==> src/hw/rtl/region_pixel_blit_blend_core_assert.svh <==
// ----------------------------------------------------------------------------
// Assertion macros for the region pixel blit/blend core
// Shared clocking and reset disable for the concurrent checks.
// ----------------------------------------------------------------------------
`ifndef REGION_PIXEL_BLIT_BLEND_CORE_ASSERT_SVH
`define REGION_PIXEL_BLIT_BLEND_CORE_ASSERT_SVH

// property must hold in the same cycle as its antecedent
`define RPBB_ASSERT(lbl, prop, msg) \
  lbl: assert property (@(posedge clk_i) disable iff (!rst_ni) (prop)) else $error(msg);

// consequent must hold in the cycle after the antecedent
`define RPBB_ASSERT_NEXT(lbl, ante, cons, msg) \
  lbl: assert property (@(posedge clk_i) disable iff (!rst_ni) (ante) |=> (cons)) else $error(msg);

`endif

==> src/hw/rtl/rpbb_pkg.sv <==
// ----------------------------------------------------------------------------
// rpbb_pkg
// Types, widths and codes shared by the region pixel blit/blend core.
// ----------------------------------------------------------------------------
package rpbb_pkg;

  // texture geometry
  localparam int unsigned MAX_WIDTH   = 64;
  localparam int unsigned MAX_HEIGHT  = 64;
  localparam int unsigned STORE_DEPTH = MAX_WIDTH * MAX_HEIGHT;
  localparam int unsigned ADDR_W      = $clog2(STORE_DEPTH);

  // field widths
  localparam int unsigned CH_W     = 8;
  localparam int unsigned NUM_CH   = 3;
  localparam int unsigned DIM_W    = 7;   // widths and heights
  localparam int unsigned CUR_W    = 6;   // offsets and cursor
  localparam int unsigned WGT_W    = 9;   // Q8 weight
  localparam int unsigned CALC_W   = 2 * DIM_W;
  localparam int unsigned SQ_W     = 2 * CUR_W;
  localparam int unsigned PROD_W   = 2 * SQ_W;

  // unity weight in Q8
  localparam logic [WGT_W-1:0] W_ONE = WGT_W'(256);

  // configuration port
  localparam int unsigned CFG_IDX_W  = 4;
  localparam int unsigned CFG_DATA_W = WGT_W;

  typedef enum logic [CFG_IDX_W-1:0] {
    CFG_TEX_WIDTH     = 4'd0,
    CFG_TEX_HEIGHT    = 4'd1,
    CFG_REGION_X      = 4'd2,
    CFG_REGION_Y      = 4'd3,
    CFG_REGION_W      = 4'd4,
    CFG_REGION_H      = 4'd5,
    CFG_CIRCULAR_MODE = 4'd6,
    CFG_BLEND_WEIGHT  = 4'd7
  } cfg_idx_e;

  typedef enum logic {
    REQ_WRITE = 1'b0,
    REQ_READ  = 1'b1
  } req_type_e;

  typedef enum logic {
    STATUS_OK       = 1'b0,
    STATUS_OUT_OF_BOUNDS = 1'b1
  } status_e;

  // one pixel: [2] red, [1] green, [0] blue
  typedef logic [NUM_CH-1:0][CH_W-1:0] pix_t;

  localparam int unsigned CH_RED   = 2;
  localparam int unsigned CH_GREEN = 1;
  localparam int unsigned CH_BLUE  = 0;

endpackage

==> src/hw/rtl/rpbb_ellipse.sv <==
// ----------------------------------------------------------------------------
// rpbb_ellipse
// Two-stage cross-multiplied test against the ellipse inscribed in the region.
// ----------------------------------------------------------------------------
module rpbb_ellipse import rpbb_pkg::*; (
  input  logic             clk_i,
  input  logic [CUR_W-1:0] col_i,
  input  logic [CUR_W-1:0] row_i,
  input  logic [DIM_W-1:0] region_w_i,
  input  logic [DIM_W-1:0] region_h_i,
  output logic             inside_o
);

  logic [CUR_W-1:0]  half_a;
  logic [CUR_W-1:0]  half_b;
  logic [CUR_W-1:0]  dx;
  logic [CUR_W-1:0]  dy;

  logic [SQ_W-1:0]   dx2_q, dy2_q, a2_q, b2_q;
  logic              degen_q;
  logic [PROD_W-1:0] px_q, py_q, pab_q;
  logic              degen2_q;
  logic [PROD_W:0]   lhs;

  // half sizes, truncated, and distance from centre
  assign half_a = region_w_i[DIM_W-1:1];
  assign half_b = region_h_i[DIM_W-1:1];
  assign dx     = (col_i > half_a) ? (col_i - half_a) : (half_a - col_i);
  assign dy     = (row_i > half_b) ? (row_i - half_b) : (half_b - row_i);

  // stage 1: squares
  always_ff @(posedge clk_i) begin
    dx2_q   <= SQ_W'(dx) * SQ_W'(dx);
    dy2_q   <= SQ_W'(dy) * SQ_W'(dy);
    a2_q    <= SQ_W'(half_a) * SQ_W'(half_a);
    b2_q    <= SQ_W'(half_b) * SQ_W'(half_b);
    degen_q <= (half_a == '0) || (half_b == '0);
  end

  // stage 2: cross products
  always_ff @(posedge clk_i) begin
    px_q     <= PROD_W'(dx2_q) * PROD_W'(b2_q);
    py_q     <= PROD_W'(dy2_q) * PROD_W'(a2_q);
    pab_q    <= PROD_W'(a2_q) * PROD_W'(b2_q);
    degen2_q <= degen_q;
  end

  // degenerate ellipse contains nothing
  assign lhs      = (PROD_W + 1)'(px_q) + (PROD_W + 1)'(py_q);
  assign inside_o = !degen2_q && (lhs <= (PROD_W + 1)'(pab_q));

endmodule

==> config.mk <==
export PLATFORM = sky130hd
export DESIGN_NAME = rpbb_ellipse
export DESIGN_NICKNAME = d
export VERILOG_FILES = /design/src/hw/rtl/region_pixel_blit_blend_core_assert.svh /design/src/hw/rtl/rpbb_pkg.sv /design/src/hw/rtl/rpbb_ellipse.sv
export SDC_FILE = /design/constraint.sdc
export NUM_CORES = 1
export LEC_CHECK = 0
export BUFFER_PORTS_ARGS = -buffer_cell sky130_fd_sc_hd__buf_2
export CAP_MARGIN = 25
export CORE_AREA = 2 2 210 171
export CTS_CLUSTER_SIZE = 12
export DETAILED_ROUTE_END_ITERATION = 8
export DIE_AREA = 0 0 212 173
export PLACE_DENSITY = 0.78
export REMOVE_ABC_BUFFERS = 1
export SLEW_MARGIN = 20
export SYNTH_ARGS = -nofsm -noshare
export SYNTH_HDL_FRONTEND = slang
export SYNTH_SLANG_ARGS = --single-unit
==> constraint.sdc <==
create_clock -name clk_i -period 5.17 [get_ports clk_i]
set_input_delay 0.517 -clock clk_i [delete_from_list [all_inputs] [get_ports clk_i]]
set_output_delay 0.517 -clock clk_i [all_outputs]
set_load 0.02 [all_outputs]
After elaboration in Yosys (flattened, before gate mapping)

Cells that the tools add are included.

Register bits: 122
Input port bits: 27
Output and inout port bits: 1

$add $sub $neg: 5
Multipliers: 7
$lt $le $gt $ge: 3
Mux-type cells: 2
Reductions and logical operators: 5

Operator list:

| cell              | count |
|---|---|
| $mul 12x12->24    | 3 |
| $mul 6x6->12      | 4 |
| $add 24x24->25    | 1 |
| $le 25x24->1      | 1 |
| $sub 6x6->6       | 4 |
| $gt 6x6->1        | 2 |
| $logic_not 6->1   | 2 |
| $mux 6            | 2 |
| $logic_and 1x1->1 | 1 |
| $logic_not 1->1   | 1 |
| $logic_or 1x1->1  | 1 |

Longest topological paths before layout

Gate-level depths: netlist of the first run.

Word-level depth: 3
Gate-level depth with buffers: 25
Mapped depth without buffers: 25

Worst setup path after synthesis of the first run

OpenSTA, ideal clock, no wires.

Path kind: input to register
Start point: input port row_i[0]
End point: register dy2_q[11]
Setup time: 0.072 ns
Arrival time: 5.514 ns
Required time: 5.098 ns
Setup slack: -0.417 ns
Cell stages on the path: 24
Path buffers: 0
Path through: inv_1 > ha_1 > inv_1 > fa_1 > a21o_1 > a21o_4 > a211oi_4 > nor2_2 > a211o_1 > o31ai_2 > xor2_2 > or2_1 > fa_1 > fa_1 > inv_1 > fa_1 > ha_1 > a21o_1 > a21oi_1 > o21bai_1 > a21oi_1 > o21bai_1 > a21oi_1 > xnor2_1

Longest elaborated chain between the ends: 3
Elaborated cells between the ends (all ways): 5
Those cells by class: 2 x add/sub; 1 x mul; 1 x order compare; 1 x mux

RTL lines:

| element                                   | line               | text |
|---|---|---|
| start, declared                           | rpbb_ellipse.sv:8  | `input logic [CUR_W-1:0] row_i,` |
| $sub 6x6->6 or $gt 6x6->1 (tied branches) | rpbb_ellipse.sv:29 | `assign dy = (row_i > half_b) ? (row_i - half_b) : (half_b - row_i);` |
| $mux 6 *                                  | rpbb_ellipse.sv:29 |  |
| $mul 6x6->12 *                            | rpbb_ellipse.sv:34 | `dy2_q <= SQ_W'(dy) * SQ_W'(dy);` |
| end signal, assigned                      | rpbb_ellipse.sv:34 |  |
| end, declared                             | rpbb_ellipse.sv:19 | `logic [SQ_W-1:0] dx2_q, dy2_q, a2_q, b2_q;` |

Every way passes the cells marked *; elsewhere a longest branch is shown, timed or not.

Worst setup path in the final report of the first run

Start point: register b2_q[6]
End point: register px_q[22]

Longest elaborated chain between the ends: 1

RTL lines:

| element                | line               | text |
|---|---|---|
| start, declared        | rpbb_ellipse.sv:19 |  |
| start signal, assigned | rpbb_ellipse.sv:36 | `b2_q <= SQ_W'(half_b) * SQ_W'(half_b);` |
| $mul 12x12->24         | rpbb_ellipse.sv:42 | `px_q <= PROD_W'(dx2_q) * PROD_W'(b2_q);` |
| end signal, assigned   | rpbb_ellipse.sv:42 |  |
| end, declared          | rpbb_ellipse.sv:21 | `logic [PROD_W-1:0] px_q, py_q, pab_q;` |

No other way between the ends.

==> flow_summary.toml, run 1 <==
[worst_setup_path]
cp-end-kind = "register"
cp_num_buf_inv = 5
r2r-end = "px_q[22]$_DFF_P_"
path_class = "reg -> reg"
cp_slowest_cell = "fa_1"
critPathTopFamily = "adder cells"
r2r_start = "b2_q[6]$_DFF_P_"
worst-path-max-fanout = 5
crit_top_cell = "fa_1"
critPathMaxStageDelay_ns = 0.55
start_kind = "register"
rrSetupSlack_ns = -0.13
required_ns = 5.48
path_cells = "buf_12 > and2_4 > fa_1 > inv_2 > fa_1 > inv_2 > fa_1 > fa_1 > inv_1 > fa_1 > inv_2 > ha_4 > a21o_1 > a21oi_2 > nand2_1 > o221a_4 > a41o_1 > nor4_4 > nor3_2 > nand3b_1"
r2r_cells = 20
crit_arrival_ns = 5.62

[hold_path]
hp-start = "degen_q$_DFF_P_"
whs_endpoint = "degen2_q$_DFF_P_"
holdPathStages = 0
hold_class = "reg -> reg"

[clock_network]
ctsHoldBuffers = 0
cts_sinks = 115
clk_latency_ns = 0.43
htree_levels = 4
cts_buffers = 17
cts-root-buf = "clkbuf_16"
clockBufferDepth = 2
cts_tree = "done"
path_clk_slew_ns = 0.06

[sta]
rsz0062_at_grt = "yes"
clock_skew_ns = 0.00951
finalHoldViolCount = 0
fin_setup_tns_ns = -0.587
drv_slew = 0
slew_headroom_pct = 55.4
max_freq_ghz = 0.189
finalWorstPathRequiredPeriod_ns = 5.30
finalSetupViolations = 7
post-route-period-util_pct = 103
fin_ws_ns = -0.135
worst_pin_slew_ns = 0.668

[die]
initial_core_util_pct = 59.3
die_area_sq_um = 36700
io_pins = 28
core_sq_um = 34400
fp.dieH_um = 173
die_w_um = 212
placementRows = 61

[finish]
area_growth_syn_to_layout_pct = 22.7
drive_gt1_share_pct = 21.7
num_antenna_cells = 0
multiInputGateArea_sq_um = 17000
fillers = 2246
regArea_sq_um = 2370
final_nets = 3260

[global_routing]
grt_overflow = 0
grt_pass1_vias = 17696
grt_usage_pct = 29.0
grt_max_degree = 23
antenna_found_initial = 1
grt_first_pass_wirelength_mm = 85.2

[detailed_routing]
wl_met1_mm = 22.1
wl_mm = 54.4
wl_met2_mm = 26.1
top_layer = "met4"
drt_iter0_markers = 1058
met3WireLength_mm = 3.46
vias = 16882
drt-vias-per-instance = 5.47
wire_per_inst_um = 17.6
antenna_left = 0
drt_first_pass_iters = 7
drc = 0

[synth]
synth-edff-count = 0
synth.ff_latch_count = 115
synthArstFlopShare_pct = 0
ys.flop_type = "dfxtp_1"
synth_area_sq_um = 20400
ys_types = 78
syn-instance-count = 2298
yosysSeqAreaShare_pct = 11.3
ys_warn_count = 0
synth.avg_cell_area_sq_um = 8.89

[run_status]
violations = "negative setup slack"
outcome = "complete, but fails checks"

[place]
routabilityCongestion = 0.896
buffer_ports.inserted = 25
hpwl_mm = 39.3

[flow_run]
drv_cap = 0
## worst max path at each step
stage,start,to,slack (ns),cells past startpoint
finish,b2_q[6]$_DFF_P_,px_q[22]$_DFF_P_,-0.13,20
detailed placement,row_i[0],dy2_q[11]$_DFF_P_,-0.65,25
CTS,b2_q[8]$_DFF_P_,px_q[22]$_DFF_P_,-0.13,21
global placement,row_i[0],dy2_q[11]$_DFF_P_,-0.52,25
global route,b2_q[6]$_DFF_P_,px_q[22]$_DFF_P_,-0.29,20
floorplan,row_i[0],dy2_q[11]$_DFF_P_,-0.42,24
## worst register-to-register path: stages, from the launching register on
cell and delay (ns):
dfxtp_4 0.38, buf_12 0.14, and2_4 0.14, fa_1 0.55
inv_2 0.05, fa_1 0.55, inv_2 0.04, fa_1 0.46
fa_1 0.51, inv_1 0.05, fa_1 0.49, inv_2 0.05
ha_4 0.24, a21o_1 0.20, a21oi_2 0.18, nand2_1 0.09
o221a_4 0.23, a41o_1 0.30, nor4_4 0.32, nor3_2 0.07
nand3b_1 0.16
## cell usage in the layout (no fill, tap or decap), types with 6 or more instances in the layout
cell | Yosys | layout
o21ai_1 | 5 | 9
buf_2 | 1 | 23
or3_1 | 11 | 8
o21ai_0 | 27 | 20
fa_2 | 0 | 15
xnor2_1 | 89 | 85
inv_2 | 1 | 18
mux2i_1 | 8 | 6
dfxtp_1 | 115 | 86
ha_4 | 0 | 20
nand2_2 | 0 | 9
nand2_1 | 214 | 200
a21oi_2 | 0 | 18
buf_4 | 1 | 281
a21o_1 | 43 | 43
buf_12 | 0 | 13
o21bai_1 | 18 | 18
nor2_1 | 78 | 73
inv_1 | 481 | 463
and2_1 | 215 | 207
o21a_1 | 15 | 15
nand3_1 | 17 | 15
buf_6 | 0 | 16
fa_1 | 291 | 276
ha_1 | 340 | 315
clkbuf_16 | 0 | 17
nor2b_1 | 18 | 16
dfxtp_2 | 0 | 17
dfxtp_4 | 0 | 12
a21oi_1 | 75 | 52
nand2b_1 | 10 | 10
and2_4 | 0 | 8
xor2_1 | 26 | 26
nor3_1 | 23 | 20
conb_1 | 1 | 21
nand4_1 | 6 | 6
## cell usage after synthesis (all sizes together), types with 9 or more instances
master | n | area (sq um)
fa | 291 | 5830
a31oi | 9 | 62.6
nor2b | 19 | 121
o21ai | 32 | 160
nor2 | 79 | 299
nand3 | 17 | 85.1
clkbuf | 69 | 259
a21oi | 75 | 375
xor2 | 27 | 244
inv | 482 | 1810
o21a | 15 | 113
dfxtp | 115 | 2300
nor3 | 24 | 131
and2 | 217 | 1360
or3 | 11 | 68.8
nand2 | 214 | 803
a21o | 45 | 347
xnor2 | 90 | 796
o21bai | 18 | 135
nand2b | 10 | 62.6
ha | 340 | 4250
## metal layers
metal,global-route usage (%),vias to the layer above
li1,-,7744
met1,37.2,8358
met2,48.1,620
met3,4.79,160
met4,12.9,0
met5,0,-
## what timing repair did
| item | 4_1_cts | 5_1_grt |
|---|---|---|
| endpoints found under the setup margin | 29 | 28 |
| buffers inserted | 41 | 31 |
| cloned | 1 | 0 |
| pin swaps | 46 | 119 |
| gates resized for setup | 97 | 163 |
## stage by stage
step	hold slack, ns	cell area, sq um	utilization [%]	setup WS (ns)	instances
floorplan	0.310	20200	-	-0.417	2247
global placement	0.337	22900	66.5	-0.517	2989
detailed placement	0.337	22900	66.5	-0.647	2989
CTS	0.350	24200	70.2	-0.134	3061
global route	0.367	25100	72.8	-0.287	3086
finish	0.346	25100	72.8	-0.135	3086
## kinds of logic (layout without fill, tap and decap cells)
logic type,after synthesis,count (layout),share of synthesized area [%]
adder cells (fa/ha/maj),631,631,49.4
AO/OA/AOI/OAI,245,245,8.09
AND/OR/NAND/NOR,627,627,15.5
flip-flops,115,115,11.3
XOR/XNOR,117,117,5.09
multiplexers,9,9,0.447
other,1,21,0.0184
buffers and inverters,553,849,10.2
## layout make-up
class	count	area share [%]
Clock buffer	21	1.84
Clock inverter	10	0.434
Inverter	482	7.23
Multi-Input combinational cell	1650	67.9
Sequential cell	115	9.45
Tap cell	472	2.36
Timing Repair Buffer	336	10.8
## sequential cells by signal, indices dropped and copies added (netlist names)
name,flops
a2_q,11
pab_q,23
degen2_q,1
degen_q,1
dx2_q,11
py_q,23
dy2_q,11
px_q,23
b2_q,11
Power of run 1 is left out: the tool's default activity adds up to more than one toggle a clock period on the data nets, which glitch-free logic cannot reach.
==> inputs of run 2 (changes only) <==
Settings changed: BUFFER_PORTS_ARGS -buffer_cell sky130_fd_sc_hd__buf_2 to -buffer_cell sky130_fd_sc_hd__buf_4.
==> flow_summary.toml, run 2 (synthesized netlist as in run 1, its figures left out) <==
[finish]
top_regs = "pab_q (23), px_q (23), py_q (23)"
num_antenna_cells = 0
final_nets = 3246
layout_common_cells = "inv_1, ha_1, buf_4, fa_1, and2_1"
layout_commonest_cell = "inv_1"
design_area_sq_um = 25100
fillers = 2238
area_growth_syn_to_layout_pct = 22.8
drive_gt1_share_pct = 21.0

[global_routing]
antenna_found_initial = 0
grt_pass1_vias = 17929
grt_overflow = 0
grt_first_pass_wirelength_mm = 84.6
grt_max_degree = 23
grt_usage_pct = 28.6

[place]
routabilityCongestion = 0.896
buffer_ports.inserted = 25
placed_area_sq_um = 23100
hpwl_mm = 39.6

[detailed_routing]
drc = 0
antenna_left = 0
vias = 16735
wl_mm = 53.0
drt_iter0_markers = 977
drt-vias-per-instance = 5.45
wire_per_inst_um = 17.2
drt_first_pass_iters = 5

[sta]
worst_pin_slew_ns = 0.626
finalWorstPathRequiredPeriod_ns = 5.34
clock_skew_ns = 0.0126
fin_ws_ns = -0.172
fin_setup_tns_ns = -0.491
max_freq_ghz = 0.187
hold_ws_ns = 0.343
post-route-period-util_pct = 103
rsz0062_at_grt = "yes"
drv_slew = 0
finalHoldViolCount = 0
slew_headroom_pct = 57.2
finalSetupViolations = 6

[worst_setup_path]
rrSetupSlack_ns = -0.17
required_ns = 5.46
worst-path-max-fanout = 6
path_class = "reg -> reg"
start_kind = "register"
cp-end-kind = "register"
crit_arrival_ns = 5.64

[clock_network]
clk_latency_ns = 0.44
cts_buffers = 17
htree_levels = 4
cts_sinks = 115
path_clk_slew_ns = 0.07
cts-root-buf = "clkbuf_16"
clockBufferDepth = 2
cts_tree = "done"

[run_status]
outcome = "complete, but fails checks"
violations = "negative setup slack"

[die]
io_pins = 28
core_sq_um = 34400
die_area_sq_um = 36700
fp.dieH_um = 173
initial_core_util_pct = 59.3
placementRows = 61
die_w_um = 212

[flow_run]
drv_cap = 0

[hold_path]
hold_class = "reg -> reg"
## run 2: worst max-delay path: stages (launching register included)
cell and delay [ns]:
dfxtp_4 0.40, buf_12 0.14, buf_12 0.12, nand2_1 0.07
fa_1 0.49, fa_1 0.52, inv_1 0.06, fa_1 0.49
fa_1 0.49, inv_1 0.05, fa_1 0.47, inv_1 0.07
ha_4 0.32, nand2_4 0.06, a2111o_1 0.33, nand2_1 0.10
o221a_4 0.20, a41o_1 0.25, nor4_2 0.06, buf_4 0.15
o21ai_0 0.22, nand3b_1 0.13
## run 2: cell type report
class | instances | area [sq um] | area share (%)
timing repair buffer | 322 | 2760 | 11.0
clock buffer | 17 | 425 | 1.70
clock inverter | 15 | 183 | 0.728
tap | 472 | 591 | 2.35
sequential | 115 | 2370 | 9.45
multi-input combinational | 1650 | 16900 | 67.5
inverter | 482 | 1810 | 7.23
## run 2: stage by stage
step | instances | setup slack, ns | utilization [%]
final | 3073 | -0.172 | 72.9
after global routing | 3073 | -0.303 | 72.9
after floorplan | 2247 | -0.417 | -
after detailed placement | 2997 | -0.633 | 67.0
after global placement | 2997 | -0.534 | 67.0
after CTS | 3044 | -0.0549 | 70.0
## run 2: path summary, 6_finish.rpt
path,startpoint,to,depth (start not counted)
max,b2_q[4]$_DFF_P_,px_q[22]$_DFF_P_,21
min,degen_q$_DFF_P_,degen2_q$_DFF_P_,0
max reg2reg,b2_q[4]$_DFF_P_,px_q[22]$_DFF_P_,21
min reg2reg,degen_q$_DFF_P_,degen2_q$_DFF_P_,0
## run 2: what timing repair did
| item | 4_1_cts | 5_1_grt |
|---|---|---|
| buffers inserted | 15 | 31 |
| endpoints found under the hold margin | 0 | 0 |
| pin swaps | 37 | 98 |
| endpoints found under the setup margin | 27 | 30 |
| resized for setup | 83 | 154 |
| gates cloned | 1 | 1 |
| hold buffers | 0 | 0 |
## run 2: layer usage
layer / vias up / part of all wire (%) / GRT usage [%] / wire (um)
met2: 625 / 49 / 47.7 / 26000
met5: - / 0 / 0 / 0
met1: 8249 / 40 / 37.0 / 21300
li1: 7713 / - / - / -
met3: 148 / 6.5 / 4.47 / 3430
met4: 0 / 4.2 / 11.6 / 2230
Power of run 2 is left out for the same reason.
