File: src/hw/rtl/region_pixel_blit_blend_core_assert.svh
// ----------------------------------------------------------------------------
// Assertion macros for the region pixel blit/blend core
// Shared clocking and reset disable for the concurrent checks.
// ----------------------------------------------------------------------------
`ifndef REGION_PIXEL_BLIT_BLEND_CORE_ASSERT_SVH
`define REGION_PIXEL_BLIT_BLEND_CORE_ASSERT_SVH

// property must hold in the same cycle as its antecedent
`define RPBB_ASSERT(lbl, prop, msg) \
  lbl: assert property (@(posedge clk_i) disable iff (!rst_ni) (prop)) else $error(msg);

// consequent must hold in the cycle after the antecedent
`define RPBB_ASSERT_NEXT(lbl, ante, cons, msg) \
  lbl: assert property (@(posedge clk_i) disable iff (!rst_ni) (ante) |=> (cons)) else $error(msg);

`endif

File: src/hw/rtl/rpbb_pkg.sv
// ----------------------------------------------------------------------------
// rpbb_pkg
// Types, widths and codes shared by the region pixel blit/blend core.
// ----------------------------------------------------------------------------
package rpbb_pkg;

  // texture geometry
  localparam int unsigned MAX_WIDTH   = 64;
  localparam int unsigned MAX_HEIGHT  = 64;
  localparam int unsigned STORE_DEPTH = MAX_WIDTH * MAX_HEIGHT;
  localparam int unsigned ADDR_W      = $clog2(STORE_DEPTH);

  // field widths
  localparam int unsigned CH_W     = 8;
  localparam int unsigned NUM_CH   = 3;
  localparam int unsigned DIM_W    = 7;   // widths and heights
  localparam int unsigned CUR_W    = 6;   // offsets and cursor
  localparam int unsigned WGT_W    = 9;   // Q8 weight
  localparam int unsigned CALC_W   = 2 * DIM_W;
  localparam int unsigned SQ_W     = 2 * CUR_W;
  localparam int unsigned PROD_W   = 2 * SQ_W;

  // unity weight in Q8
  localparam logic [WGT_W-1:0] W_ONE = WGT_W'(256);

  // configuration port
  localparam int unsigned CFG_IDX_W  = 4;
  localparam int unsigned CFG_DATA_W = WGT_W;

  typedef enum logic [CFG_IDX_W-1:0] {
    CFG_TEX_WIDTH     = 4'd0,
    CFG_TEX_HEIGHT    = 4'd1,
    CFG_REGION_X      = 4'd2,
    CFG_REGION_Y      = 4'd3,
    CFG_REGION_W      = 4'd4,
    CFG_REGION_H      = 4'd5,
    CFG_CIRCULAR_MODE = 4'd6,
    CFG_BLEND_WEIGHT  = 4'd7
  } cfg_idx_e;

  typedef enum logic {
    REQ_WRITE = 1'b0,
    REQ_READ  = 1'b1
  } req_type_e;

  typedef enum logic {
    STATUS_OK       = 1'b0,
    STATUS_OUT_OF_BOUNDS = 1'b1
  } status_e;

  // one pixel: [2] red, [1] green, [0] blue
  typedef logic [NUM_CH-1:0][CH_W-1:0] pix_t;

  localparam int unsigned CH_RED   = 2;
  localparam int unsigned CH_GREEN = 1;
  localparam int unsigned CH_BLUE  = 0;

endpackage

File: src/hw/rtl/rpbb_blend.sv
// ----------------------------------------------------------------------------
// rpbb_blend
// Per-channel Q8 blend of new and stored pixel, registered result.
// ----------------------------------------------------------------------------
module rpbb_blend import rpbb_pkg::*; (
  input  logic             clk_i,
  input  pix_t             new_pix_i,
  input  pix_t             old_pix_i,
  input  logic [WGT_W-1:0] weight_i,
  output pix_t             blend_o
);

  localparam int unsigned SUM_W = CH_W + WGT_W;

  logic [WGT_W-1:0] w_old;
  logic [WGT_W-1:0] w_new;
  pix_t             blend_d;
  pix_t             blend_q;

  // weights above unity saturate
  assign w_old = (weight_i > W_ONE) ? W_ONE : weight_i;
  assign w_new = W_ONE - w_old;

  // one lane per colour channel, truncating shift by eight
  always_comb begin
    logic [SUM_W-1:0] acc;
    blend_d = '0;
    for (int i = 0; i < NUM_CH; i++) begin
      acc = SUM_W'(new_pix_i[i]) * SUM_W'(w_new) + SUM_W'(old_pix_i[i]) * SUM_W'(w_old);
      blend_d[i] = acc[CH_W +: CH_W];
    end
  end

  always_ff @(posedge clk_i) begin
    blend_q <= blend_d;
  end

  assign blend_o = blend_q;

endmodule

File: config.mk
export PLATFORM = sky130hd
export DESIGN_NAME = rpbb_blend
export DESIGN_NICKNAME = d
export VERILOG_FILES = /design/src/hw/rtl/region_pixel_blit_blend_core_assert.svh /design/src/hw/rtl/rpbb_pkg.sv /design/src/hw/rtl/rpbb_blend.sv
export SDC_FILE = /design/constraint.sdc
export NUM_CORES = 1
export LEC_CHECK = 0
export BUFFER_PORTS_ARGS = -buffer_cell sky130_fd_sc_hd__buf_2
export CAP_MARGIN = 5
export CELL_PAD_IN_SITES_DETAIL_PLACEMENT = 1
export CELL_PAD_IN_SITES_GLOBAL_PLACEMENT = 1
export CORE_MARGIN = 2
export CORE_UTILIZATION = 35
export CTS_CLUSTER_DIAMETER = 80
export DETAILED_ROUTE_END_ITERATION = 12
export PLACE_DENSITY = 0.67
export SLEW_MARGIN = 10
export SYNTH_ARGS = -nofsm -noshare
export SYNTH_HDL_FRONTEND = slang
export SYNTH_SLANG_ARGS = --single-unit
File: constraint.sdc
create_clock -name clk_i -period 21.9 [get_ports clk_i]
set_clock_uncertainty 0.05 [all_clocks]
set_input_delay 4.38 -clock clk_i [delete_from_list [all_inputs] [get_ports clk_i]]
set_output_delay 4.38 -clock clk_i [all_outputs]
set_load 0.005 [all_outputs]
After elaboration in Yosys (flattened, before gate mapping) --
Cells that the tools add are included. W data, S select, Z words.
Storage, ports and cells: register bits 24, bits of input ports 58, word-level logic and storage cells 15
Operators by class: $add $sub $neg 4, multiply operators 6, magnitude comparators 1, muxes and demuxes 1
Operators by type and width (count):
- $mul A8 B9 Y16 | 6
- $add A16 B16 Y16 | 3
- $gt A9 B9 Y1 const B | 1
- $mux W9 | 1
- $sub A9 B9 Y9 const A | 1

Depth between registers and ports, before layout --
Gate-level depths: netlist of run 1.
word-level depth 5, depth in mapped cells 25

Worst setup path after synthesis of run 1 --
Ideal clock, no wire load.
path kind in2reg, from input port weight_i[1], to register blend_q (netlist bit blend_o[5]), setup time 0.121 ns, arrival time 10.493 ns, data required time 21.729 ns, path slack 11.236 ns, stages on the path 24, buffers on the path 2, cells stage by stage nor2b_1 clkbuf_1 inv_1 ha_1 nor2b_1 a21oi_1 clkbuf_1 nand2_1 fa_1 fa_1 fa_1 inv_1 fa_1 fa_1 inv_1 fa_1 inv_1 ha_1 a21o_1 a2111o_1 a21o_1 and3_1 mux2i_1 nand2_1
RTL lines:
- start, declared | line rpbb_blend.sv:9 | input logic [WGT_W-1:0] weight_i,
- end signal, assigned | line rpbb_blend.sv:35 | blend_q <= blend_d;
- end, declared | line rpbb_blend.sv:18 | pix_t blend_q;

==> impl_metrics.tcl, run 1 <==
set metrics [dict create \
    initial_core_util 0.355 \
    placed_cell_area_sq_mm 0.0152 \
    hold_ws_ns 4.55 \
    first_global_vias 12100 \
    ios 82 \
    swShare 0.523 \
    synthesis.area_sq_mm 0.0141 \
    ys_seq_elements 24 \
    dp_hpwl_um 31500 \
    whs_path_depth 4 \
    synth_flop_cell "dfxtp_1" \
    rsz0062_at_grt "false" \
    design.core.area_sq_mm 0.0398 \
    synth-async-reset-ratio 0 \
    synth_commonest_cells "inv_1, fa_1, and2_1" \
    p_per_area_mw_per_mm2 139 \
    htreeDepth 1 \
    ys_warn_count 0 \
    multiInputGateArea_sq_mm 0.0120 \
    status "finished, final reports clean" \
    cts_resized 0 \
    max_cap_viol_count 0 \
    postCtsSetupBuffers 0 \
    max_slew.worst_pin.slew_ns 1.09 \
    grt_pass1_wl_um 62500 \
    vias_per_cell 4.73 \
    clkTransAtPathRegs_ns 0.09 \
    nNetsFinal 2168 \
    die_h_um 205 \
    wl_per_cell_um 17.3 \
    arrival_ns 11.81 \
    critPathRequiredTime_ns 22.02 \
    intPower_uw 1010 \
    synth_cells 1578 \
    fin_area_sq_mm 0.0152 \
    synth_top_area_frac 0.450 \
    synthDistinctLibCells 41 \
    relSlewSlack 0.270 \
    drt_first_iter_violations 248 \
    grt_overflow_total 0 \
    clkPwrFrac 0.023 \
    antenna_found_initial 0 \
    track_usage 0.191 \
    die-width_um 205 \
    hp-start "new_pix_i[15]" \
    cts-hold-fix-buffers 0 \
    root_buffer "clkbuf_16" \
    hold_class "input pin to flop" \
    ant_nets 0 \
    power.leakage_uw 0.00801 \
    layout-drive-gt1-share 0.0755 \
    area_growth_pct 7.79 \
    final.min_clock_period_ns 11.68 \
    path_class "input pin to flop" \
    register_area_sq_um 480 \
    hold-path-endpoint "blend_o[15]" \
    end_kind "flop" \
    tritoncts "built" \
    dieArea_sq_mm 0.0420 \
    syn-num-nets 2129 \
    vias 10100 \
    comb_power_share 0.927 \
    maxClockFrequency_mhz 85.6 \
    synth_edf_count 0 \
    ys_seq_area_frac 0.0340 \
    gp_congestion 0.810 \
    power_switching_uw 1110 \
    vdd_drop_max_mv 0.114 \
    drcViolationCount 0 \
    post-synth-top-area-cell "fa_1" \
    setup_violations 0 \
    seq_power_share 0.050 \
    drt-pass1-iter-count 4 \
    grt_max_degree 45 \
    cp_max_fo 44 \
    synth_area_leaders "fa_1, ha_1, inv_1" \
    synth_most_common_cell "inv_1" \
    cts_buffers 3 \
    startpoint_type "input pin" \
    post-route-period-util 0.534 \
    wl_um 37000 \
    timing.final.max_slew_violations 0 \
    cts_max_path_buffers 2 \
    fill_cells 4738 \
    finalHoldViolCount 0 \
    num_rows 73 \
    numPortBuffers 81 \
    synth_area_per_cell_sq_um 8.96 \
    largest_reg_flops 24 \
    fin_tns_setup_ns 0 \
    cts.sinks 24 \
]
## placed cells by master, fill, tap and decap left out, types with 3 or more instances in the layout
master and n:
a21o_1 10, o21a_1 3, inv_1 401, xor2_1 9, nand3_1 3, ha_1 175
nand4_1 7, xor2_2 3, and2_1 236, nor2b_2 6, a21oi_1 15, buf_4 17
xnor2_1 40, nand2_1 203, buf_2 81, dfxtp_1 24, fa_1 318, o21ai_0 5
o31ai_1 3, nor3_1 4, clkbuf_16 3, and3_1 4, nor2_1 13, nor2b_1 5
## worst max path at each step
stage | startpoint | endpoint | slack [ns]
after floorplan | weight_i[1] | blend_o[5] | 11.24
after global routing | weight_i[8] | blend_o[21] | 9.81
after CTS | weight_i[8] | blend_o[7] | 10.19
final | weight_i[8] | blend_o[7] | 10.22
after detailed placement | weight_i[8] | blend_o[7] | 9.88
after global placement | weight_i[8] | blend_o[23] | 10.12
## routing by layer
metal	vias to the layer above	GRT usage	wire length, um	part of all wire
met4	0	0.0527	884	0.024
met1	5345	0.241	16100	0.43
met5	-	0	0	0
met2	127	0.352	19300	0.52
met3	33	0.0111	698	0.019
li1	4632	-	-	-
## worst max-delay path, cell delays in order
cell and delay (ns):
buf_2 0.61, nor2b_4 0.05, buf_4 0.30, inv_2 0.19, ha_1 0.29, nand2_1 0.16, a21oi_2 0.67, buf_4 0.30
nand2_1 0.09, fa_1 0.52, fa_1 0.51, fa_1 0.52, inv_1 0.06, fa_1 0.49, fa_1 0.49, inv_1 0.05
fa_1 0.47, inv_1 0.04, ha_1 0.30, a21o_1 0.18, a2111o_1 0.40, a21o_1 0.22, a311oi_1 0.33, xnor2_1 0.15
## stage by stage
| step | worst slack (ns) | power, uW | std cells | utilization |
|---|---|---|---|---|
| after CTS | 10.19 | 2190 | 2140 | 0.383 |
| after floorplan | 11.24 | 1640 | 1578 | - |
| final | 10.22 | 2120 | 2142 | 0.383 |
| after detailed placement | 9.88 | 2120 | 2137 | 0.381 |
| after global routing | 9.81 | 2460 | 2140 | 0.383 |
| after global placement | 10.12 | 2030 | 2137 | 0.381 |
## power groups by stage
stage          sequential, uW  combinational (uW)  clock (uW)
2_1_floorplan             110                1530           0
3_3_place_gp              108                1920           0
3_5_place_dp              108                2020           0
4_1_cts                   107                2030        52.7
5_1_grt                   110                2300        52.9
6_report                  106                1970        49.2
## layout make-up
| class | count | area share |
|---|---|---|
| timing repair buffer | 98 | 0.0350 |
| tap | 525 | 0.0431 |
| inverter | 402 | 0.0990 |
| antenna | 2 | 0.000328 |
| clock buffer | 3 | 0.00492 |
| multi-input combinational | 1088 | 0.786 |
| sequential | 24 | 0.0315 |
## cell families (layout without fill, tap and decap cells)
kind of cell             count (synthesis)  in the layout  share of synthesized area
adder cells (fa/ha/maj)                493            493                      0.605
AND/OR/NAND/NOR                        489            489                      0.178
buffers and inverters                  466            503                      0.124
XOR/XNOR                                54             54                     0.0334
AO/OA/AOI/OAI                           51             51                     0.0249
flip-flops                              24             24                     0.0340
multiplexers                             1              1                   0.000708
other                                    0              2                          0
(Power assumes the default switching activity.)
==> run 2: changes to the inputs <==
Settings changed: ABC_AREA from default to 1, PLACE_DENSITY 0.67 to 0.71.
Clock period 21.9 ns to 9.66 ns, I/O delays scaled along.
==> run 2 against run 1 <==
Effect of this change:
- sequential cell count stayed put
- first-iteration DRC count grew to 2.6 times the previous value
- worst setup slack worse by 8.8 ns
- cell count is 17% higher
- worst hold slack worse by 2.3 ns
- final area is 4.3% higher
- count of clock-buffer cells in the layout stayed put
- highest routed layer is now met5
==> impl_metrics.tcl, run 2 <==
set metrics [dict create \
    grt_pass1_wl_um 76900 \
    hold-path-endpoint "blend_o[4]" \
    synth_adder_area_share 0.578 \
    cts.sinks 24 \
    cpMaxStageDelayCell "fa_1" \
    dp_hpwl_um 40600 \
    layout-drive-gt1-share 0.0700 \
    vias_per_cell 4.96 \
    synth_area_per_cell_sq_um 7.74 \
    die_h_um 210 \
    max_slew.worst_pin.slew_ns 0.770 \
    post-route-period-util 0.849 \
    met3_usage 0.0343 \
    finalHoldViolCount 0 \
    synth_xor_area_frac 0.00887 \
    synthSimpleGateAreaFrac 0.199 \
    grt_use_met1 0.285 \
    track_usage 0.230 \
    synth_flop_cell "dfxtp_1" \
    relSlewSlack 0.484 \
    hold_class "input pin to flop" \
    synth-async-reset-ratio 0 \
    cts_max_path_buffers 2 \
    drt_first_iter_violations 648 \
    ys_seq_area_frac 0.0324 \
    end_kind "flop" \
    gp_congestion 0.890 \
    ios 82 \
    maxClockFrequency_mhz 122 \
    cp_common_cell "fa_1" \
    cts_buffers 3 \
    htreeDepth 1 \
    nNetsFinal 2523 \
    cp_slowest_stage_delay_ns 0.52 \
    final_common_cell "inv_1" \
    numPortBuffers 81 \
    synth_compound_area_frac 0.0280 \
    synth_cells 1913 \
    hp-start "old_pix_i[0]" \
    cp_max_fo 37 \
    final.min_clock_period_ns 8.20 \
    drcViolationCount 0 \
    antenna_found_initial 2 \
    synthMuxAreaShare 0 \
    max_cap_viol_count 0 \
    status "finished, final reports clean" \
    grt_overflow_total 0 \
    synthDistinctLibCells 40 \
    critPathRequiredTime_ns 9.81 \
    synth_top_family_by_area "adder cells" \
    initial_core_util 0.354 \
    grt_max_degree 38 \
    wl_um 47700 \
    use_met2 0.408 \
    top_usage_layer "met2" \
    crit_buf_inv 7 \
    synthesis.area_sq_mm 0.0148 \
    vias 12400 \
    wl_per_cell_um 19.0 \
    synth_edf_count 0 \
    area_growth_pct 7.34 \
    tritoncts "built" \
    synth_most_common_cell "inv_1" \
    synth_top_area_frac 0.430 \
    cts-hold-fix-buffers 0 \
    whs_path_depth 6 \
    path_class "input pin to flop" \
    startpoint_type "input pin" \
    clkTransAtPathRegs_ns 0.09 \
    arrival_ns 8.36 \
    ys_seq_elements 24 \
    ys_warn_count 0 \
    syn-num-nets 2464 \
    root_buffer "clkbuf_16" \
    postCtsSetupBuffers 0 \
    dieArea_sq_mm 0.0440 \
    synth_area_leaders "fa_1, ha_1, inv_1" \
    synth_commonest_cells "inv_1, nand2_1, fa_1" \
    die-width_um 210 \
    rsz0062_at_grt "false" \
    first_global_vias 14200 \
    cts_resized 0 \
    cp_top_family "adder cells" \
    timing.final.max_slew_violations 0 \
    setup_violations 0 \
    ant_nets 0 \
    final_cell_mix "inv_1, nand2_1, fa_1, nor2_1, ha_1" \
    design.core.area_sq_mm 0.0419 \
    fin_tns_setup_ns 0 \
    num_rows 75 \
    largest_reg_flops 24 \
    post-synth-top-area-cell "fa_1" \
    drt-pass1-iter-count 5 \
]
-- run 2: cell families (layout without fill, tap and decap cells) --
kind of cell | Yosys count | in the layout
buffers and inverters | 590 | 648
AOI/OAI and AO/OA | 71 | 71
xor gates and xnor gates | 15 | 15
other | 0 | 1
DFF | 24 | 24
adders and majority gates | 493 | 493
and+or+nand+nor | 720 | 720
-- run 2: per-stage QoR --
| stage | util | setup WS, ns | hold WS [ns] | cell area, sq um | instances |
|---|---|---|---|---|---|
| global placement | 0.377 | 1.35 | 2.26 | 15800 | 2506 |
| detailed placement | 0.377 | 1.17 | 2.26 | 15800 | 2506 |
| floorplan | - | 1.95 | 2.17 | 14800 | 1913 |
| finish | 0.380 | 1.46 | 2.24 | 15900 | 2511 |
| CTS | 0.380 | 1.50 | 2.23 | 15900 | 2510 |
| global route | 0.380 | 1.07 | 2.30 | 15900 | 2510 |
-- run 2: area by class of cell --
type / instances / area (sq um)
diodes: 1 / 2.50
clock buffers: 3 / 75.1
clock inverters: 1 / 30.0
fillers: 5227 / 26000
inverters: 547 / 2060
multi-input cells: 1299 / 12100
flip-flops and latches: 24 / 480
well taps: 539 / 674
repair buffers: 97 / 526
-- run 2: metal layers --
| metal | vias up | part of all wire |
|---|---|---|
| li1 | 5653 | - |
| met1 | 6370 | 0.41 |
| met2 | 329 | 0.50 |
| met3 | 94 | 0.051 |
| met4 | 2 | 0.035 |
| met5 | - | 0.00015 |
-- run 2: worst min-delay path: cells and delay by family --
kind	cells	cell delay, ns
compound gates	1	0.10
buf+inv	1	0.14
xor+xnor	1	0.11
simple gates	3	0.25
-- run 2: worst max path at each step --
stage | startpoint | end | slack [ns] | cells after the start
CTS | weight_i[8] | blend_o[22] | 1.50 | 26
global route | weight_i[8] | blend_o[21] | 1.07 | 25
finish | weight_i[8] | blend_o[21] | 1.46 | 25
floorplan | weight_i[8] | blend_o[14] | 1.95 | 25
global placement | weight_i[8] | blend_o[7] | 1.35 | 28
detailed placement | weight_i[8] | blend_o[18] | 1.17 | 26
Power of run 2 is left out: the tool's default activity adds up to more than one toggle a clock period on the data nets, which glitch-free logic cannot reach.
==> run 3: changes to the inputs <==
Settings changed: ABC_AREA 1 to 0, PLACE_DENSITY 0.71 to 0.67.
Clock period 9.66 ns to 8 ns, I/O delays scaled along.
==> run 3 against run 2 <==
Effect of this change:
- count of clock-buffer cells in the layout rose by 1
- critical path type unchanged
- highest routed layer is now met4
- core utilization rose by 0.80 points
- non-clock buffer count is 16 higher
==> impl_metrics.tcl, run 3 (same netlist as run 1, synthesis figures left out) <==
set metrics [dict create \
    status "finished, final reports clean" \
    tritoncts "built" \
    swShare 0.520 \
    final_cell_mix "inv_1, fa_1, and2_1, nand2_1, ha_1" \
    antenna_found_initial 2 \
    critPathRequiredTime_ns 8.13 \
    comb_power_share 0.926 \
    final.min_clock_period_ns 7.62 \
    arrival_ns 7.76 \
    post-route-period-util 0.953 \
    ios 82 \
    cp_slowest_stage_delay_ns 0.59 \
    drt_first_iter_violations 269 \
    rsz0062_at_grt "false" \
    multiInputGateArea_sq_mm 0.0120 \
    utilization 0.388 \
    layout-drive-gt1-share 0.0852 \
    vias 10100 \
    cts.sinks 24 \
    cts-hold-fix-buffers 0 \
    ant_nets 0 \
    path_class "input pin to flop" \
    clkPwrFrac 0.025 \
    max_cap_viol_count 0 \
    die_h_um 205 \
    crit_chain "buf_2 -> nor2b_4 -> or3_4 -> nor3_4 -> nand2_1 -> xor2_2 -> buf_4 -> buf_4 -> nand2_1 -> fa_1 -> fa_1 -> fa_1 -> fa_1 -> fa_1 -> fa_1 -> inv_1 -> ha_1 -> a21o_1 -> a21oi_1 -> a21bo_2 -> o221ai_1 -> xnor2_1" \
    vdd_drop_max_mv 0.305 \
    register_area_sq_um 480 \
    gp_congestion 0.793 \
    dp_cells 2152 \
    cp_top_family "adder cells" \
    postCtsSetupBuffers 0 \
    timing.final.max_slew_violations 0 \
    power_switching_uw 3090 \
    final_common_cell "inv_1" \
    die-width_um 205 \
    first_global_vias 11900 \
    crit_buf_inv 4 \
    setup_violations 0 \
    hp-start "new_pix_i[15]" \
    cts_resized 0 \
    vias_per_cell 4.70 \
    numPortBuffers 81 \
    clkTransAtPathRegs_ns 0.08 \
    whs_path_depth 4 \
    drt-pass1-iter-count 4 \
    cts_buffers 3 \
    cts_max_path_buffers 2 \
    cpMaxStageDelayCell "fa_1" \
    max_slew.worst_pin.slew_ns 0.580 \
    relSlewSlack 0.613 \
    grt_pass1_wl_um 62100 \
    nNetsFinal 2183 \
    finalNonFillerCells 2159 \
    end_kind "flop" \
    p_per_area_mw_per_mm2 384 \
    drcViolationCount 0 \
    initial_core_util 0.355 \
    fill_cells 4780 \
    grt_max_degree 43 \
    intPower_uw 2850 \
    largest_reg_flops 24 \
    cp_max_fo 10 \
    hold_class "input pin to flop" \
    area_growth_pct 9.23 \
    seq_power_share 0.049 \
    startpoint_type "input pin" \
    design.core.area_sq_mm 0.0398 \
    grt_overflow_total 0 \
    dieArea_sq_mm 0.0420 \
    dp_hpwl_um 31400 \
    maxClockFrequency_mhz 131 \
    hold-path-endpoint "blend_o[15]" \
    track_usage 0.189 \
    wl_per_cell_um 17.0 \
    wl_um 36800 \
    htreeDepth 1 \
    cp_common_cell "fa_1" \
    finalHoldViolCount 0 \
    root_buffer "clkbuf_16" \
    power.leakage_uw 0.00811 \
    num_rows 73 \
]
run 3: cell types whose count changed in the layout (fill, tap and decap cells not counted), sizes merged, moves of 4 or more:
| cell | previous run | this run |
|---|---|---|
| and2 | 0 | 236 |
| nor2 | 245 | 14 |
| nand2 | 384 | 203 |
| inv | 545 | 402 |
| nand3 | 64 | 3 |
| xnor2 | 3 | 42 |
| a21oi | 34 | 16 |
| buf | 97 | 113 |
| o21ai | 21 | 7 |
| nor2b | 0 | 12 |
| a21o | 1 | 10 |
| a211oi | 4 | 0 |
| and3 | 0 | 4 |
run 3: through the flow:
step	setup WS (ns)	TNS [ns]	power (uW)	hold WS (ns)	area [sq um]
floorplan	0.116	0	4500	1.82	14100
finish	0.379	0	5940	1.75	15400
global route	0.0214	0	6920	1.80	15400
CTS	0.257	0	6040	1.77	15400
global placement	0.0830	0	5610	1.93	15300
detailed placement	-0.0595	-0.179	5850	1.93	15300
run 3: layout make-up:
type / instances / area share
multi-input cells: 1088 / 0.778
inverters: 402 / 0.0977
repair buffers: 113 / 0.0442
well taps: 525 / 0.0425
flip-flops and latches: 24 / 0.0311
clock buffers: 4 / 0.00575
diodes: 3 / 0.000486
run 3: tightest hold or removal path, cell delays in order:
cell and delay (ns):
buf_2 0.17, nand2_1 0.09, xnor2_1 0.13, xnor2_1 0.06
run 3: worst max-delay path by stage:
stage | slack [ns] | from | depth (start not counted) | end
after global placement | 0.08 | weight_i[8] | 22 | blend_o[23]
after CTS | 0.26 | weight_i[8] | 22 | blend_o[23]
after global routing | 0.02 | weight_i[8] | 22 | blend_o[15]
after detailed placement | -0.06 | weight_i[8] | 22 | blend_o[23]
after floorplan | 0.12 | weight_i[1] | 24 | blend_o[5]
final | 0.38 | weight_i[8] | 22 | blend_o[15]
run 3: power groups by stage:
stage,Clock [uW],Combinational (uW),Sequential [uW]
3_5_place_dp,0,5560,295
5_1_grt,155,6470,298
2_1_floorplan,0,4200,302
4_1_cts,155,5590,294
3_3_place_gp,0,5310,295
6_report,148,5500,292
run 3: metal layers:
metal,GRT usage,routed length (um),vias up
li1,-,-,4662
met1,0.244,16100,5324
met4,0.0357,559,0
met5,0,0,-
met2,0.350,19100,132
met3,0.0119,1050,25
